$ cat src/rtl/chc_pkg.sv
// ----------------------------------------------------------------------------
// chc_pkg
// Shared types and constants of the hue classifier: controller state,
// command and status groups, color codes and datapath widths.
// ----------------------------------------------------------------------------
package chc_pkg;

    localparam int COUNT_W = 16;
    localparam int CODE_W  = 4;
    localparam int MEAN_W  = 16;
    // divisor of a hue step is 6 * (max - min), below 2^19
    localparam int DIV_W   = 19;

    localparam logic [CODE_W-1:0] COLOR_NONE   = 4'd0;
    localparam logic [CODE_W-1:0] COLOR_PURPLE = 4'd1;
    localparam logic [CODE_W-1:0] COLOR_BLUE   = 4'd2;
    localparam logic [CODE_W-1:0] COLOR_CYAN   = 4'd3;
    localparam logic [CODE_W-1:0] COLOR_GREEN  = 4'd4;
    localparam logic [CODE_W-1:0] COLOR_PINK   = 4'd5;
    localparam logic [CODE_W-1:0] COLOR_RED    = 4'd6;
    localparam logic [CODE_W-1:0] COLOR_ORANGE = 4'd7;
    localparam logic [CODE_W-1:0] COLOR_YELLOW = 4'd8;

    typedef enum logic [2:0] {
        ST_IDLE,
        ST_PREP,
        ST_HDIV,
        ST_ACC,
        ST_MLOAD,
        ST_CLASS
    } t_state;

    typedef struct packed {
        logic load_in;
        logic load_hue;
        logic load_mean;
        logic div_step;
        logic accumulate;
        logic finish;
    } t_cmd;

    typedef struct packed {
        logic round_last;
        logic out_free;
    } t_stat;

endpackage

$ cat src/rtl/chc_ctrl.sv
// ----------------------------------------------------------------------------
// chc_ctrl
// Controller of the hue classifier: sequences input capture, the hue
// division, accumulation, the mean load and the round decision.
// ----------------------------------------------------------------------------
module chc_ctrl #(
    parameter int HUE_FRACTION_BITS = 16
) (
    input  logic           i_clk,
    input  logic           i_rst_n,
    input  logic           i_in_valid,
    output logic           o_in_ready,
    input  chc_pkg::t_stat i_stat,
    output chc_pkg::t_cmd  o_cmd
);
    import chc_pkg::*;

    localparam int CNT_W = $clog2(HUE_FRACTION_BITS);

    t_state           r_state, n_state;
    logic [CNT_W-1:0] r_cnt, n_cnt;

    always_ff @(posedge i_clk) begin
        if (!i_rst_n) begin
            r_state <= ST_IDLE;
            r_cnt   <= '0;
        end else begin
            r_state <= n_state;
            r_cnt   <= n_cnt;
        end
    end

    always_comb begin
        n_state    = r_state;
        n_cnt      = r_cnt;
        o_cmd      = '0;
        o_in_ready = 1'b0;
        unique case (r_state)
            ST_IDLE: begin
                o_in_ready = 1'b1;
                if (i_in_valid) begin
                    o_cmd.load_in = 1'b1;
                    n_state       = ST_PREP;
                end
            end
            ST_PREP: begin
                o_cmd.load_hue = 1'b1;
                n_cnt          = CNT_W'(HUE_FRACTION_BITS - 1);
                n_state        = ST_HDIV;
            end
            ST_HDIV: begin
                o_cmd.div_step = 1'b1;
                if (r_cnt == '0) begin
                    n_state = ST_ACC;
                end else begin
                    n_cnt = r_cnt - 1'b1;
                end
            end
            ST_ACC: begin
                o_cmd.accumulate = 1'b1;
                n_state = i_stat.round_last ? ST_MLOAD : ST_IDLE;
            end
            ST_MLOAD: begin
                o_cmd.load_mean = 1'b1;
                n_state         = ST_CLASS;
            end
            ST_CLASS: begin
                // hold while the previous result still waits
                if (i_stat.out_free) begin
                    o_cmd.finish = 1'b1;
                    n_state      = ST_IDLE;
                end
            end
            default: begin
                n_state = ST_IDLE;
            end
        endcase
    end

endmodule

$ cat src/rtl/chc_dpath.sv
// ----------------------------------------------------------------------------
// chc_dpath
// Datapath of the hue classifier: sample registers, hue operand setup, a
// radix-2 restoring hue divider, hue accumulator, mean by reciprocal
// multiply, bin compare, round decision state and the result register.
// ----------------------------------------------------------------------------
module chc_dpath #(
    parameter int SAMPLES_PER_ROUND = 16,
    parameter int HUE_FRACTION_BITS = 16
) (
    input  logic                                i_clk,
    input  logic                                i_rst_n,
    input  chc_pkg::t_cmd                       i_cmd,
    output chc_pkg::t_stat                      o_stat,
    input  logic [chc_pkg::COUNT_W-1:0]         i_clear_count,
    input  logic [chc_pkg::COUNT_W-1:0]         i_red_count,
    input  logic [chc_pkg::COUNT_W-1:0]         i_green_count,
    input  logic [chc_pkg::COUNT_W-1:0]         i_blue_count,
    output logic                                o_out_valid,
    input  logic                                i_out_ready,
    output logic [chc_pkg::CODE_W-1:0]          o_color_code,
    output logic [chc_pkg::MEAN_W-1:0]          o_mean_hue
);
    import chc_pkg::*;

    localparam int F     = HUE_FRACTION_BITS;
    localparam int IDX_W = (SAMPLES_PER_ROUND > 1) ? $clog2(SAMPLES_PER_ROUND) : 1;
    localparam int SUM_W = F + IDX_W;

    // floor(sum / SAMPLES_PER_ROUND) as (sum * RCP) >> RCP_SH, exact for SUM_W-bit sums
    localparam int RCP_SH = SUM_W + IDX_W;
    localparam int RCP_W  = SUM_W + 1;
    localparam int PROD_W = SUM_W + RCP_W;
    localparam logic [RCP_W-1:0] RCP = RCP_W'(((64'd1 << RCP_SH)
        + 64'(SAMPLES_PER_ROUND) - 64'd1) / 64'(SAMPLES_PER_ROUND));

    function automatic logic [63:0] bnd_lo(input logic [63:0] k);
        return ((k << F) + 64'd9999) / 64'd10000;
    endfunction

    function automatic logic [63:0] bnd_hi(input logic [63:0] k);
        return (k << F) / 64'd10000;
    endfunction

    localparam logic [F-1:0] OR_LO = F'(bnd_lo(64'd9920));
    localparam logic [F-1:0] OR_HI = F'(bnd_hi(64'd9990));
    localparam logic [F-1:0] RD_LO = F'(bnd_lo(64'd9750));
    localparam logic [F-1:0] RD_HI = F'(bnd_hi(64'd9919));
    localparam logic [F-1:0] PK_LO = F'(bnd_lo(64'd9200));
    localparam logic [F-1:0] PK_HI = F'(bnd_hi(64'd9749));
    localparam logic [F-1:0] PU_LO = F'(bnd_lo(64'd6201));
    localparam logic [F-1:0] PU_HI = F'(bnd_hi(64'd9190));
    localparam logic [F-1:0] BL_LO = F'(bnd_lo(64'd5210));
    localparam logic [F-1:0] BL_HI = F'(bnd_hi(64'd6200));
    localparam logic [F-1:0] CY_LO = F'(bnd_lo(64'd4700));
    localparam logic [F-1:0] CY_UP = F'(bnd_lo(64'd5200));
    localparam logic [F-1:0] GR_LO = F'(bnd_lo(64'd2100));
    localparam logic [F-1:0] GR_HI = F'(bnd_hi(64'd4690));
    localparam logic [F-1:0] YE_LO = F'(bnd_lo(64'd650));
    localparam logic [F-1:0] YE_HI = F'(bnd_hi(64'd1800));

    logic [COUNT_W-1:0] r_red, r_green, r_blue;
    logic [DIV_W-1:0]   r_rem, r_den;
    logic [F-1:0]       r_quo;
    logic [SUM_W-1:0]   r_sum;
    logic [IDX_W-1:0]   r_idx;
    logic               r_poison;
    logic [CODE_W-1:0]  r_last_color;
    logic               r_mark;
    logic               r_out_valid;
    logic [CODE_W-1:0]  r_out_code;
    logic [MEAN_W-1:0]  r_out_mean;

    // hue operands
    logic [COUNT_W-1:0] mx, mn, d;
    logic [DIV_W-1:0]   d6, num, den;

    always_comb begin
        mx = r_red;
        mn = r_red;
        if (r_green > mx) mx = r_green;
        if (r_blue  > mx) mx = r_blue;
        if (r_green < mn) mn = r_green;
        if (r_blue  < mn) mn = r_blue;
        d  = mx - mn;
        d6 = (DIV_W'(d) << 2) + (DIV_W'(d) << 1);
        priority if (r_red == mx) begin
            if (r_green >= r_blue) begin
                num = DIV_W'(r_green - r_blue);
            end else begin
                num = d6 - DIV_W'(r_blue - r_green);
            end
        end else if (r_green == mx) begin
            num = (DIV_W'(d) << 1) + DIV_W'(r_blue) - DIV_W'(r_red);
        end else begin
            num = (DIV_W'(d) << 2) + DIV_W'(r_red) - DIV_W'(r_green);
        end
        den = (d == '0) ? DIV_W'(1) : d6;
    end

    // one restoring step
    logic [DIV_W:0]   trial;
    logic             qbit;
    logic [DIV_W-1:0] rem_nx;

    always_comb begin
        trial  = {r_rem, r_quo[F-1]};
        qbit   = (trial >= {1'b0, r_den});
        rem_nx = qbit ? DIV_W'(trial - {1'b0, r_den}) : trial[DIV_W-1:0];
    end

    // round mean
    logic [PROD_W-1:0] mean_prod;
    logic [F-1:0]      mean_div;

    assign mean_prod = PROD_W'(r_sum) * PROD_W'(RCP);
    assign mean_div  = mean_prod[RCP_SH +: F];

    // bins on the mean held in the quotient register
    logic [CODE_W-1:0] bin_code, code;
    logic [F-1:0]      mean;

    always_comb begin
        priority if (r_quo >= OR_LO && r_quo <= OR_HI) bin_code = COLOR_ORANGE;
        else if (r_quo >= RD_LO && r_quo <= RD_HI)     bin_code = COLOR_RED;
        else if (r_quo >= PK_LO && r_quo <= PK_HI)     bin_code = COLOR_PINK;
        else if (r_quo >= PU_LO && r_quo <= PU_HI)     bin_code = COLOR_PURPLE;
        else if (r_quo >= BL_LO && r_quo <= BL_HI)     bin_code = COLOR_BLUE;
        else if (r_quo >= CY_LO && r_quo <  CY_UP)     bin_code = COLOR_CYAN;
        else if (r_quo >= GR_LO && r_quo <= GR_HI)     bin_code = COLOR_GREEN;
        else if (r_quo >= YE_LO && r_quo <= YE_HI)     bin_code = COLOR_YELLOW;
        else                                           bin_code = COLOR_NONE;
        code = r_poison ? COLOR_NONE : bin_code;
        mean = r_poison ? '0 : r_quo;
    end

    logic emit;
    assign emit = (code != COLOR_NONE) ? (r_last_color != code) : !r_mark;

    always_ff @(posedge i_clk) begin
        if (i_cmd.load_in) begin
            r_red   <= i_red_count;
            r_green <= i_green_count;
            r_blue  <= i_blue_count;
        end
        if (i_cmd.load_hue) begin
            r_rem <= num;
            r_den <= den;
            r_quo <= '0;
        end else if (i_cmd.load_mean) begin
            r_quo <= mean_div;
        end else if (i_cmd.div_step) begin
            r_rem <= rem_nx;
            r_quo <= {r_quo[F-2:0], qbit};
        end
        if (i_cmd.finish && emit) begin
            r_out_code <= code;
            r_out_mean <= MEAN_W'(mean);
        end
    end

    always_ff @(posedge i_clk) begin
        if (!i_rst_n) begin
            r_sum        <= '0;
            r_idx        <= '0;
            r_poison     <= 1'b0;
            r_last_color <= COLOR_NONE;
            r_mark       <= 1'b0;
            r_out_valid  <= 1'b0;
        end else begin
            if (r_out_valid && i_out_ready) begin
                r_out_valid <= 1'b0;
            end
            if (i_cmd.load_in && i_clear_count == '0
                && (i_red_count | i_green_count | i_blue_count) != '0) begin
                r_poison <= 1'b1;
            end
            if (i_cmd.accumulate) begin
                r_sum <= r_sum + SUM_W'(r_quo);
                if (!o_stat.round_last) begin
                    r_idx <= r_idx + 1'b1;
                end
            end
            if (i_cmd.finish) begin
                r_sum    <= '0;
                r_idx    <= '0;
                r_poison <= 1'b0;
                if (code != COLOR_NONE) begin
                    r_mark <= 1'b1;
                    if (emit) begin
                        r_last_color <= code;
                    end
                end else if (!r_mark) begin
                    r_last_color <= COLOR_NONE;
                end else begin
                    r_mark <= 1'b0;
                end
                if (emit) begin
                    r_out_valid <= 1'b1;
                end
            end
        end
    end

    assign o_stat.round_last = (r_idx == IDX_W'(SAMPLES_PER_ROUND - 1));
    assign o_stat.out_free   = !r_out_valid || i_out_ready;
    assign o_out_valid       = r_out_valid;
    assign o_color_code      = r_out_code;
    assign o_mean_hue        = r_out_mean;

endmodule

$ cat src/rtl/color_hue_classifier_unit.sv
// ----------------------------------------------------------------------------
// color_hue_classifier_unit
// Averaged-hue color classifier for clear/red/green/blue count samples.
//
//   channel   dir   handshake                  payload
//   in        in    i_in_valid / o_in_ready    i_clear/red/green/blue_count
//   out       out   o_out_valid / i_out_ready  o_color_code, o_mean_hue
//
// A sample passes operand setup, the one-bit-per-cycle hue divider and
// accumulation before the next sample is accepted. The last sample of a
// round adds the mean load and the bin decision.
// Reset clears the round accumulator, the last color and the output valid.
// The decision step holds while the output register is full and not taken.
// ----------------------------------------------------------------------------
module color_hue_classifier_unit #(
    parameter int SAMPLES_PER_ROUND = 16,
    parameter int HUE_FRACTION_BITS = 16
) (
    input  logic                         i_clk,
    input  logic                         i_rst_n,
    input  logic                         i_in_valid,
    output logic                         o_in_ready,
    input  logic [chc_pkg::COUNT_W-1:0]  i_clear_count,
    input  logic [chc_pkg::COUNT_W-1:0]  i_red_count,
    input  logic [chc_pkg::COUNT_W-1:0]  i_green_count,
    input  logic [chc_pkg::COUNT_W-1:0]  i_blue_count,
    output logic                         o_out_valid,
    input  logic                         i_out_ready,
    output logic [chc_pkg::CODE_W-1:0]   o_color_code,
    output logic [chc_pkg::MEAN_W-1:0]   o_mean_hue
);
    import chc_pkg::*;

    t_cmd  cmd;
    t_stat stat;

    chc_ctrl #(
        .HUE_FRACTION_BITS (HUE_FRACTION_BITS)
    ) u_ctrl (
        .i_clk      (i_clk),
        .i_rst_n    (i_rst_n),
        .i_in_valid (i_in_valid),
        .o_in_ready (o_in_ready),
        .i_stat     (stat),
        .o_cmd      (cmd)
    );

    chc_dpath #(
        .SAMPLES_PER_ROUND (SAMPLES_PER_ROUND),
        .HUE_FRACTION_BITS (HUE_FRACTION_BITS)
    ) u_dpath (
        .i_clk         (i_clk),
        .i_rst_n       (i_rst_n),
        .i_cmd         (cmd),
        .o_stat        (stat),
        .i_clear_count (i_clear_count),
        .i_red_count   (i_red_count),
        .i_green_count (i_green_count),
        .i_blue_count  (i_blue_count),
        .o_out_valid   (o_out_valid),
        .i_out_ready   (i_out_ready),
        .o_color_code  (o_color_code),
        .o_mean_hue    (o_mean_hue)
    );

endmodule

$ cat config.mk
export PLATFORM = sky130hd
export DESIGN_NAME = color_hue_classifier_unit
export DESIGN_NICKNAME = d
export VERILOG_FILES = /design/src/rtl/chc_pkg.sv /design/src/rtl/chc_ctrl.sv /design/src/rtl/chc_dpath.sv /design/src/rtl/color_hue_classifier_unit.sv
export SDC_FILE = /design/constraint.sdc
export NUM_CORES = 1
export LEC_CHECK = 0
export BUFFER_PORTS_ARGS = -buffer_cell sky130_fd_sc_hd__clkbuf_2
export CAP_MARGIN = 20
export CORE_MARGIN = 1.5
export CORE_UTILIZATION = 44
export DETAILED_ROUTE_END_ITERATION = 16
export PLACE_DENSITY = 0.58
export SLEW_MARGIN = 20
export SYNTH_ARGS = -nofsm -noshare
export SYNTH_HDL_FRONTEND = slang
export SYNTH_SLANG_ARGS = --single-unit
$ cat constraint.sdc
create_clock -name i_clk -period 11.64 [get_ports i_clk]
set_clock_uncertainty 0.05 [all_clocks]
set_input_delay 3.492 -clock i_clk [delete_from_list [all_inputs] [get_ports i_clk]]
set_output_delay 3.492 -clock i_clk [all_outputs]
set_load 0.005 [all_outputs]
**Word-level counts from Yosys, hierarchy flattened**

Cells that the tools add are included.

- Bits in registers: 160
- Latch bits: 0
- Memory bits (writable): 0
- Memory bits (read-only): 0
- Input bits: 68
- Output and inout port bits: 22
- Logic and storage cells: 147
- Memories: 0

- Add/sub/neg operators: 13
- $mul: 0
- Divide/modulo/power cells: 0
- $lt $le $gt $ge: 22
- Equality and inequality tests: 16
- Shift operators: 0
- Mux-type cells: 46
- Bitwise operators: 4
- Reduce and logical (&&, ||, !) cells: 30

Operators with widths:

| operator | count |
|---|---|
| 2-to-1 mux 19 bit | 7 |
| 2-to-1 mux 16 bit | 6 |
| >= comparator 16 bit, second input constant | 5 |
| <= comparator 16 bit, second input constant | 5 |
| 2-to-1 mux 4 bit | 13 |
| subtractor 19 x 16 -> 19 bit | 2 |
| subtractor 19 bit | 2 |
| subtractor 16 x 16 -> 17 bit | 2 |
| equality test 16 bit | 2 |
| greater-than comparator 16 bit | 2 |
| logical NOT 16 bit | 2 |
| less-than comparator 16 bit | 2 |
| OR 16 bit | 2 |
| adder 20 x 16 -> 20 bit | 1 |
| >= comparator 20 x 19 -> 1 bit | 1 |
| adder 18 x 16 -> 19 bit | 1 |
| adder 18 x 17 -> 19 bit | 1 |
| adder 17 x 16 -> 18 bit | 1 |
| case mux 3 bit (6 select lines) | 1 |
| >= comparator 16 x 13 -> 1 bit, second input constant | 1 |
| >= comparator 16 x 14 -> 1 bit, second input constant | 1 |
| >= comparator 16 x 15 -> 1 bit, second input constant | 1 |
| >= comparator 16 bit | 1 |
| <= comparator 16 x 14 -> 1 bit, second input constant | 1 |
| 27 further kinds | 68 |

**Longest topological paths before layout**

- Word-level depth: 15
- Depth in mapped cells: 49
- Gate-level depth less buffers: 46

**By module**

From an unflattened synthesis, not the netlist that was laid out.

- Cells, all modules: 2038
- Area, all modules: 16917.5 um^2

By module, submodules not included:

| module | instances | cells each | area each (um^2) | sequential area each (um^2) |
|---|---|---|---|---|
| chc_dpath | 1 | 1990 | 16513.3 | 4124.0 |
| chc_ctrl | 1 | 48 | 404.1 | 140.1 |

**Worst setup path after synthesis**

No wires, ideal clock.

- Path type: register to register
- Start point: register u_dpath.r_green[1]
- End point: register u_dpath.r_rem[18], data pin
- Setup time: 0.135 ns
- Data arrival time: 10.076 ns
- Setup slack: 1.378 ns
- Stages on the path, launching flop included: 47
- Cell sequence: edfxtp_1 -> inv_1 -> ha_1 -> nor2b_1 -> o211a_1 -> o21ai_1 -> a31oi_4 -> buf_2 -> buf_1 -> a21oi_1 -> ha_1 -> a21o_1 -> a21oi_1 -> o21ai_0 -> a31o_2 -> a211o_1 -> a311o_1 -> o211ai_4 -> [... 11 more ...] -> a21oi_1 -> o21bai_1 -> a21o_1 -> a21o_1 -> a31oi_1 -> o21ai_0 -> a21o_1 -> a21oi_1 -> xnor2_1 -> ha_1 -> a21o_1 -> a31o_2 -> or4_1 -> mux2i_1 -> nor3b_1 -> or4_1 -> or4_1 -> nand3_1

- Longest elaborated chain between the ends: 10
- Elaborated cells between the ends (all ways): 24
- Those cells by class: 9 x add/sub; 5 x order compare; 2 x eq/ne; 8 x mux

Ends and longest elaborated chain:

| what | RTL line | text |
|---|---|---|
| from (decl) | chc_dpath.sv:62 | `logic [COUNT_W-1:0] r_red, r_green, r_blue;` |
| from (signal assigned) | chc_dpath.sv:143 | `r_green <= i_green_count;` |
| greater-than comparator 16 bit or less-than comparator 16 bit (tied branches) | chc_dpath.sv:81, chc_dpath.sv:83 |  |
| 2-to-1 mux 16 bit, on equally long branches | chc_dpath.sv:81, chc_dpath.sv:83 |  |
| greater-than comparator 16 bit or less-than comparator 16 bit (tied branches) | chc_dpath.sv:82, chc_dpath.sv:84 |  |
| 2-to-1 mux 16 bit, on equally long branches | chc_dpath.sv:82, chc_dpath.sv:84 |  |
| subtractor 16 bit | chc_dpath.sv:85 | `d = mx - mn;` |
| adder 18 x 16 -> 19 bit (tied with other cells) | chc_dpath.sv:96 | `num = (DIV_W'(d) << 2) + DIV_W'(r_red) - DIV_W'(r_green);` |
| subtractor 19 x 16 -> 19 bit (tied with other cells) | chc_dpath.sv:96 |  |
| 2-to-1 mux 19 bit, on equally long branches | chc_dpath.sv:93, chc_dpath.sv:88 |  |
| 2-to-1 mux 19 bit * | chc_dpath.sv:87 | `priority if (r_red == mx) begin` |
| 2-to-1 mux 19 bit * | chc_dpath.sv:146 | `if (i_cmd.load_hue) begin` |
| to (signal assigned) | chc_dpath.sv:147 | `r_rem <= num;` |
| to (signal assigned) | chc_dpath.sv:153 | `r_rem <= rem_nx;` |
| to (decl) | chc_dpath.sv:63 | `logic [DIV_W-1:0] r_rem, r_den;` |

Mark *: on every way between the ends. The rest lies on a longest branch, timed or not.
A chain may end at the register's enable or synchronous reset.

**Final worst setup path**

- Start point: register u_dpath.r_red[11]
- End point: register u_dpath.r_rem[18], data pin

- Longest elaborated chain between the ends: 10
- Elaborated cells between the ends (all ways): 21
- Those cells by class: 7 x add/sub; 4 x order compare; 2 x eq/ne; 8 x mux

Ends and longest elaborated chain:

| what | RTL line | text |
|---|---|---|
| from (decl) | chc_dpath.sv:62 |  |
| from (signal assigned) | chc_dpath.sv:142 | `r_red <= i_red_count;` |
| greater-than comparator 16 bit or less-than comparator 16 bit (tied branches) | chc_dpath.sv:81, chc_dpath.sv:83 |  |
| 2-to-1 mux 16 bit, on equally long branches | chc_dpath.sv:81, chc_dpath.sv:83 |  |
| greater-than comparator 16 bit or less-than comparator 16 bit (tied branches) | chc_dpath.sv:82, chc_dpath.sv:84 |  |
| 2-to-1 mux 16 bit, on equally long branches | chc_dpath.sv:82, chc_dpath.sv:84 |  |
| subtractor 16 bit | chc_dpath.sv:85 |  |
| adder 18 x 16 -> 19 bit (tied with other cells) | chc_dpath.sv:96 |  |
| subtractor 19 x 16 -> 19 bit (tied with other cells) | chc_dpath.sv:96 |  |
| 2-to-1 mux 19 bit, on equally long branches | chc_dpath.sv:93, chc_dpath.sv:88 |  |
| 2-to-1 mux 19 bit * | chc_dpath.sv:87 |  |
| 2-to-1 mux 19 bit * | chc_dpath.sv:146 |  |

Marked as above.

==> results.md <==
* Status: complete, no violations
* Share of synthesized flip-flops with an asynchronous set or reset at 0%
* Final hold vios at 0
* Via density at roughly 5.8
* Max-Cap Viols at 0
* Slew HR at 33.3%
* Crit-path slowest cell: edfxtp_1
* Placed Area at 0.0183 mm2
* Synth cell types at 84
* Gr ovfl total at 0
* Vias at 15,570
* Layout Nets at 2,457
* Sequential share of the synthesized area at 24.9%
* Syn_nets at 2,377
* Chip width at between 200 and 250 um
* Wire length per cell at 20.0 um
* Synth-to-layout area growth at 10.6%
* CP bufs+invs at 5
* Post-synth EDFFs at approximately 110
* Grt met2 use at 46.6%
* CP required at 11,930 ps
* CTS tree: done
* GR Util All Layers at between 20% and 30%
* Ant. Diodes at 0
* Avg Cell Area, Syn at 8.27 um2
* Core Area at between 0.03 and 0.04 mm2
* First-pass GRT wire length at 83,200 um
* Final period utilization at 94.0%
* Ranking of synthesized cells by area: edfxtp_1, ha_1, a21oi_1
* Clock slew at reported path FFs at 80 ps
* Initial DRC count at between 900 and 1,000
* Setup TNS at 0 ps
* Hpwl dp at around 43,000 um
* Htree depth at 4
* Top Family by Delay on Critical Path: compound AO/OA/AOI/OAI gates
* Synth Warn # at 0
* RSZ-0062 raised after global routing: no
* Startpoint Class: register
* Vias in the first global route at 15,167
* Worst Hold Class: reg -> reg
* Kind of end point of the critical path: register
* GP Congestion at 0.979
* Die Area at about 0.04 mm2
* # hold bufs at CTS at 0
* I/O Pins at 90
* Register-to-Register Setup Slack at 690 ps
* TritonRoute pass-1 iters at 7
* Initial Utilization at between 40 and 50%
* Post-route ant nets at 0
* Slowest stage delay, CP at 470 ps
* Worst slew pin tran at 998 ps
* Post-route cell area at 0.0190 mm2
* Final setup viols at 0
* Clock buffer depth at 2
* Most frequent cell after synthesis: a21oi_1
* Flops & latches, synth at 160
* CTS buffer count at 17
* Share of layout cells above drive strength 1 at 10.6%
* Clock sinks at 160
* GR Util met1 at 33.2%
* Critical Path AT at 11,240 ps
* Max Freq at between 0.09 and 0.1 GHz
* # rows at ~70
* Number of remaining DRC errors at 0
* Ys flop type: edfxtp_1
* Post-synth top cells: a21oi_1, ha_1, inv_1
* Synth top area share at 18.6%
* GRT met3 Usage at 3.27%
* Skew-Pair Late Insertion Delay at 480 ps
* Largest net degree at the start of global routing at 52
* Mapped Cells at 2,072
* Area leader, netlist: edfxtp_1
* Kind of critical path: reg -> reg
* IO buf count at 89
* Slew Viols, Final at 0
* Initial antenna violation count at 0
* Post-layout min period at 10,950 ps
* CP Max Fanout at 6
* Grt peak-use layer: met2
* Root Buffer Master: clkbuf_16
* Syn Std Cell Area at 0.0171 mm2
* Total Wirelength at 53,600 um
* Chip Height at roughly 200 um
## path summary, 6_finish.rpt
check / start / to / cells past startpoint
worst max-delay path: u_dpath.r_red[11] / u_dpath.r_rem[18] / 45
worst min-delay path: u_dpath.r_sum[0] / u_dpath.r_sum[0] / 2
worst max register to register: u_dpath.r_red[11] / u_dpath.r_rem[18] / 45
worst min register to register: u_dpath.r_sum[0] / u_dpath.r_sum[0] / 2
## worst register-to-register path, delay by kind of cell, from the launching register on
kind / cells / cell delay, ps
AOI/OAI and AO/OA: 22 / 5180
xor gates and xnor gates: 1 / 180
adders and majority gates: 6 / 1780
buffers and inverters: 5 / 650
DFF: 1 / 470
muxes: 2 / 540
and+or+nand+nor: 9 / 1970
## through the flow
step	cells	utilization (%)	setup slack [ps]	hold WS, ps
after floorplan	2072	-	1380	386
after global placement	2647	47.4	733	399
after detailed placement	2647	47.4	496	406
after CTS	2679	49.0	454	416
after global routing	2683	49.2	102	435
final	2683	49.2	695	413
## state kept, by name, indices dropped and copies added (netlist names), 4 cells and up
register	cells
u_ctrl.r_cnt	4
u_dpath.o_color_code	4
u_dpath.o_mean_hue	16
u_dpath.r_blue	16
u_dpath.r_den	19
u_dpath.r_green	16
u_dpath.r_idx	4
u_dpath.r_last_color	4
u_dpath.r_quo	16
u_dpath.r_red	16
u_dpath.r_rem	19
u_dpath.r_sum	20
## per-layer routing
| layer | vias to the layer above | wire length [um] |
|---|---|---|
| li1 | 7660 | - |
| met1 | 7396 | 23400 |
| met2 | 428 | 26100 |
| met3 | 86 | 2280 |
| met4 | 0 | 1870 |
| met5 | - | 0 |
## layout by cell type, fill, tap and decap left out, drive strengths merged, types with 7 or more instances in the layout
master	n
o31a	10
nor3b	7
a31o	7
inv	208
xor2	29
o21a	15
a21o	41
a31oi	23
o21bai	29
xnor2	125
nand2b	28
and3	26
a21oi	223
and2	10
fa	24
buf	42
a211o	8
mux2	17
o22ai	21
nand3	35
edfxtp	106
a211oi	25
o31ai	14
dfxtp	54
clkbuf	106
nor4	26
o21ai	136
o211ai	21
nand2	127
nor2	148
mux2i	29
a21boi	11
nand4	33
nor3	54
nor2b	44
or2	8
clkinv	12
ha	213
## area by class of cell
type	instances	area [um2]
tap	518	648
inverter	207	777
multi-input combinational	1635	11900
clock buffer	17	425
clock inverter	15	191
sequential	160	4260
fill	3820	19600
timing repair buffer	131	761
## what timing repair did
action                                  4_1_cts  5_1_grt
setup buffers                                 0        3
gates resized for setup                       0        7
endpoints found under the setup margin        0        3
## kinds of logic (layout without fill, tap and decap cells)
family | after synthesis | after routing | share of synthesized area, %
and+or+nand+nor | 567 | 567 | 16.5
muxes | 46 | 46 | 2.81
xor gates and xnor gates | 154 | 154 | 8.02
buffers and inverters | 278 | 370 | 6.17
adders and majority gates | 238 | 238 | 18.4
DFF | 160 | 160 | 24.9
AOI/OAI and AO/OA | 629 | 630 | 23.2
Power is not shown: default switching activity piles up to over one toggle a cycle in this logic, so the estimate is an artifact.
